===== src/rtl/psra_pkg.sv =====
// Shared types, sizes and codes for the per-sensor running average alarm.
`default_nettype none
package psra_pkg;
    localparam int SLOTS  = 64;
    localparam int WINDOW = 5;

    localparam int SLOT_W  = (SLOTS > 1) ? $clog2(SLOTS) : 1;
    localparam int CNT_W   = $clog2(SLOTS + 1);
    localparam int SAMP_AW = (SLOTS * WINDOW > 1) ? $clog2(SLOTS * WINDOW) : 1;
    localparam int NXT_W   = (WINDOW > 1) ? $clog2(WINDOW) : 1;
    localparam int FILL_W  = $clog2(WINDOW + 1);
    localparam int META_W  = NXT_W + FILL_W;
    localparam int SUM_W   = 16 + $clog2(WINDOW);
    localparam int MAG_W   = SUM_W;
    localparam int REM_W   = FILL_W + 1;
    localparam int DCNT_W  = $clog2(MAG_W);

    localparam logic [1:0] ST_NORMAL  = 2'd0;
    localparam logic [1:0] ST_COLD    = 2'd1;
    localparam logic [1:0] ST_HOT     = 2'd2;
    localparam logic [1:0] ST_UNKNOWN = 2'd3;

    localparam logic CFG_COLD = 1'b0;
    localparam logic CFG_HOT  = 1'b1;

    localparam logic signed [15:0] COLD_RESET = 16'sd3840;
    localparam logic signed [15:0] HOT_RESET  = 16'sd6400;

    typedef struct packed {
        logic        [15:0] probe_id;
        logic signed [15:0] temperature;
    } t_in_beat;

    typedef struct packed {
        logic        [15:0] sensor_echo;
        logic signed [15:0] average;
        logic        [1:0]  status;
    } t_out_beat;

    typedef struct packed {
        logic load_in;
        logic idx_inc;
        logic meta_rd;
        logic meta_load;
        logic claim;
        logic res_full;
        logic wr_sample;
        logic acc_add;
        logic div_start;
        logic div_step;
        logic out_load;
    } t_cmd;

    typedef struct packed {
        logic empty;
        logic full;
        logic hit;
        logic idx_last;
        logic k_last;
        logic div_last;
        logic out_free;
    } t_sts;
endpackage
`default_nettype wire


===== src/rtl/psra_ctrl.sv =====
// Sequencer: slot search, claim, window update, sum, divide and result hand-off.
`default_nettype none
module psra_ctrl (
    input  wire logic           i_clk,
    input  wire logic           i_rst_n,
    input  wire logic           i_in_valid,
    output logic                o_in_ready,
    input  wire psra_pkg::t_sts i_sts,
    output psra_pkg::t_cmd      o_cmd
);
    import psra_pkg::*;

    typedef enum logic [3:0] {
        S_IDLE, S_SRD, S_SCMP, S_NEW, S_META, S_WRS,
        S_ARD, S_AADD, S_DIVS, S_DIV, S_DONE
    } t_state;

    t_state r_state;
    t_state n_state;

    always_comb begin
        n_state    = r_state;
        o_cmd      = '0;
        o_in_ready = 1'b0;
        case (r_state)
            S_IDLE: begin
                o_in_ready = 1'b1;
                if (i_in_valid) begin
                    o_cmd.load_in = 1'b1;
                    n_state = i_sts.empty ? S_NEW : S_SRD;
                end
            end
            S_SRD: n_state = S_SCMP;
            S_SCMP: begin
                if (i_sts.hit) begin
                    o_cmd.meta_rd = 1'b1;
                    n_state = S_META;
                end else if (i_sts.idx_last) begin
                    n_state = S_NEW;
                end else begin
                    o_cmd.idx_inc = 1'b1;
                    n_state = S_SRD;
                end
            end
            S_NEW: begin
                if (i_sts.full) begin
                    o_cmd.res_full = 1'b1;
                    n_state = S_DONE;
                end else begin
                    o_cmd.claim = 1'b1;
                    n_state = S_WRS;
                end
            end
            S_META: begin
                o_cmd.meta_load = 1'b1;
                n_state = S_WRS;
            end
            S_WRS: begin
                o_cmd.wr_sample = 1'b1;
                n_state = S_ARD;
            end
            S_ARD: n_state = S_AADD;
            S_AADD: begin
                o_cmd.acc_add = 1'b1;
                n_state = i_sts.k_last ? S_DIVS : S_ARD;
            end
            S_DIVS: begin
                o_cmd.div_start = 1'b1;
                n_state = S_DIV;
            end
            S_DIV: begin
                o_cmd.div_step = 1'b1;
                if (i_sts.div_last) begin
                    n_state = S_DONE;
                end
            end
            S_DONE: begin
                if (i_sts.out_free) begin
                    o_cmd.out_load = 1'b1;
                    n_state = S_IDLE;
                end
            end
            default: n_state = S_IDLE;
        endcase
    end

    always_ff @(posedge i_clk) begin
        if (!i_rst_n) begin
            r_state <= S_IDLE;
        end else begin
            r_state <= n_state;
        end
    end
endmodule
`default_nettype wire


===== config.mk =====
export PLATFORM = sky130hd
export DESIGN_NAME = psra_ctrl
export DESIGN_NICKNAME = d
export VERILOG_FILES = /design/src/rtl/psra_pkg.sv /design/src/rtl/psra_ctrl.sv
export SDC_FILE = /design/constraint.sdc
export NUM_CORES = 1
export LEC_CHECK = 0
export ABC_AREA = 1
export BUFFER_PORTS_ARGS = -buffer_cell sky130_fd_sc_hd__buf_2
export CAP_MARGIN = 40
export CORE_MARGIN = 8
export CORE_UTILIZATION = 30
export DETAILED_ROUTE_END_ITERATION = 10
export GPL_TIMING_DRIVEN = 0
export PLACE_DENSITY_LB_ADDON = 0.12
export RECOVER_POWER = 100
export SLEW_MARGIN = 20
export SYNTH_ARGS = -nofsm -noshare
export SYNTH_HDL_FRONTEND = slang
export SYNTH_SLANG_ARGS = --single-unit
export TNS_END_PERCENT = 20

===== constraint.sdc =====
create_clock -name i_clk -period 2 [get_ports i_clk]
set_input_delay 0.6 -clock i_clk [delete_from_list [all_inputs] [get_ports i_clk]]
set_output_delay 0.6 -clock i_clk [all_outputs]
set_load 0.02 [all_outputs]

==> out/qor.yml <==
ff2ff_path_depth: 6
ant_nets: 0
hpwl_um: 1000
comb_power_share_pct: 62.0
start_util_pct: 32.1
die_w_um: 53.3
fp.coreArea_mm2: 0.00130
top_register: "r_state"
first_pass_iters: 4
antenna_found_initial: 0
netSwitchingFraction_pct: 53.4
skew_ns: 0.000853
synth_seq_area_share_pct: 19.2
rsz0062_at_grt: "no"
slew_viol_final: 0
largestRegisters: "r_state: 4 flops"
clkSlewWorstSetupHoldPaths_ns: 0.03
wl_per_cell_um: 10.1
cts_root_buf: "clkbuf_4"
syn_avg_cell_area_um2: 5.43
largest_register_ffs: 4
finish.net_count: 113
vias: 522
hold_class: "input pin to flip-flop"
grt_max_degree: 9
drive_above_1_share_pct: 37.6
clk_path_buf_depth: 2
grt.total_usage_pct: 8.75
vias_per_cell: 4.50
die_area_mm2: 0.00284
final_common_cell: "inv_1"
yosys.cell_types.count: 15
tritoncts: "built"
syn-cell-area_um2: 418
drv_cap: 0
drc: 0
synth_seq_cells: 4
power_density_mw_per_mm2: 1180
synth_warnings: 0
crit_fanout: 7
p_leak_uw: 0.000340
final_cell_mix: "inv_1, nor2_1, nand3_1, buf_2, clkbuf_2"
maxSlewHeadroom_pct: 81.2
fin_crit_ns: 1.90
die_h_um: 53.3
crit_path_end_kind: "primary output"
portBuffers: 21
cts-buffers-inserted: 3
crit_chain: "inv_2 > nor2_2 > nand3_1 > nor2_1 > buf_2"
num_rows: 13
critPathArrivalTime_ns: 1.30
fillers: 160
first_iter_violations: 16
dpl.cell_count: 113
hold_viol: 0
ir_worst_vdd_mv: 0.547
path_class: "flip-flop to primary output"
fmax_mhz: 528
cts_max_level: 1
globalRouteOverflowTotal: 0
place_congestion: 0.852
min_path_cells: 3
critPathRequiredTime_ns: 1.40
p_int_uw: 308
finalWirelength_um: 1170
ios: 22
grt_pass1_vias: 488
layout.cells.non_filler: 116
worstMarginPinSlew_ns: 0.282
power_frac_seq_pct: 23.7
status: "finished, final reports clean"
switchingPower_uw: 354
synthesis.nets: 87
setup_tns_ns: 0
grt_pass1_wl_um: 1920
clock_latency_ns: 0.23
area_delta_synth_final_pct: 34.4
syn-instance-count: 77
clock_sinks: 4
total_power_uw: 662
cpPeakStageDelay_ns: 0.47
start_kind: "flip-flop"
p_clk_share_pct: 14.3
n_antenna_cell: 0
cpMaxStageDelayCell: "dfxtp_1"
finalCritPeriodShare_pct: 94.8
setup_viol: 0
metal layers:
layer / vias up / GRT usage [%] / routed length (um)
li1: 282 / - / -
met1: 228 / 9.23 / 517
met2: 12 / 16.0 / 562
met3: 0 / 1.12 / 93
met4: 0 / 5.04 / 0
met5: - / 0 / 0
worst max-delay path, delay by kind of cell, from the launching register on:
kind / cells / cell delay [ns]
flip-flops: 1 / 0.47
buffers and inverters: 2 / 0.22
AND/OR/NAND/NOR: 3 / 0.37
stage by stage:
| stage | cell area [um2] | hold WS, ns | worst slack, ns | util, % |
|---|---|---|---|---|
| after floorplan | 418 | 0.607 | 0.257 | - |
| after global placement | 542 | 0.651 | 0.241 | 41.6 |
| after detailed placement | 542 | 0.650 | 0.247 | 41.6 |
| after CTS | 564 | 0.626 | 0.0687 | 43.4 |
| after global routing | 562 | 0.654 | 0.0199 | 43.2 |
| final | 562 | 0.631 | 0.104 | 43.2 |
kinds of logic after synthesis:
logic type	Yosys count	share of synthesized area [%]
compound gates	10	12.9
simple gates	41	48.2
flops	4	19.2
buf+inv	22	19.8
final timing paths:
| path | startpoint | end | slack, ns |
|---|---|---|---|
| worst max-delay path | r_state[1] | o_cmd[9] | 0.10 |
| worst min-delay path | i_rst_n | r_state[2] | 0.63 |
| worst max register to register | r_state[1] | r_state[3] | 0.74 |
| worst min register to register | r_state[3] | r_state[3] | 0.68 |
what timing repair did:
action,CTS,global route
gates resized for setup,0,1
hold buffers,0,0
setup endpoints to repair,0,1
buffers inserted,0,0
final cells by class:
cell class                 instances  area [um2]  share of cell area, %
sequential                         4        80.1                   14.3
tap                               15        18.8                   3.34
multi-input combinational         51         255                   45.4
inverter                          22        82.6                   14.7
clock buffer                       3        22.5                   4.01
timing repair buffer              21         103                   18.3
synth_stat cells, drive strengths merged:
cell type | count | share of area [%]
a21oi | 3 | 4.5
dfxtp | 4 | 19
inv | 22 | 20
nand2 | 10 | 10
nand3 | 11 | 14
nor2 | 19 | 22
nor3 | 1 | 1.2
o21ai | 7 | 8.4
power by group through the flow:
| stage | sequential, uW | clock [uW] | combinational [uW] |
|---|---|---|---|
| final | 157 | 94.5 | 411 |
| after global routing | 161 | 104 | 474 |
| after CTS | 154 | 101 | 414 |
| after detailed placement | 156 | 0 | 412 |
| after global placement | 158 | 0 | 409 |
| after floorplan | 143 | 0 | 306 |
Power figures use the tool's default switching activity.
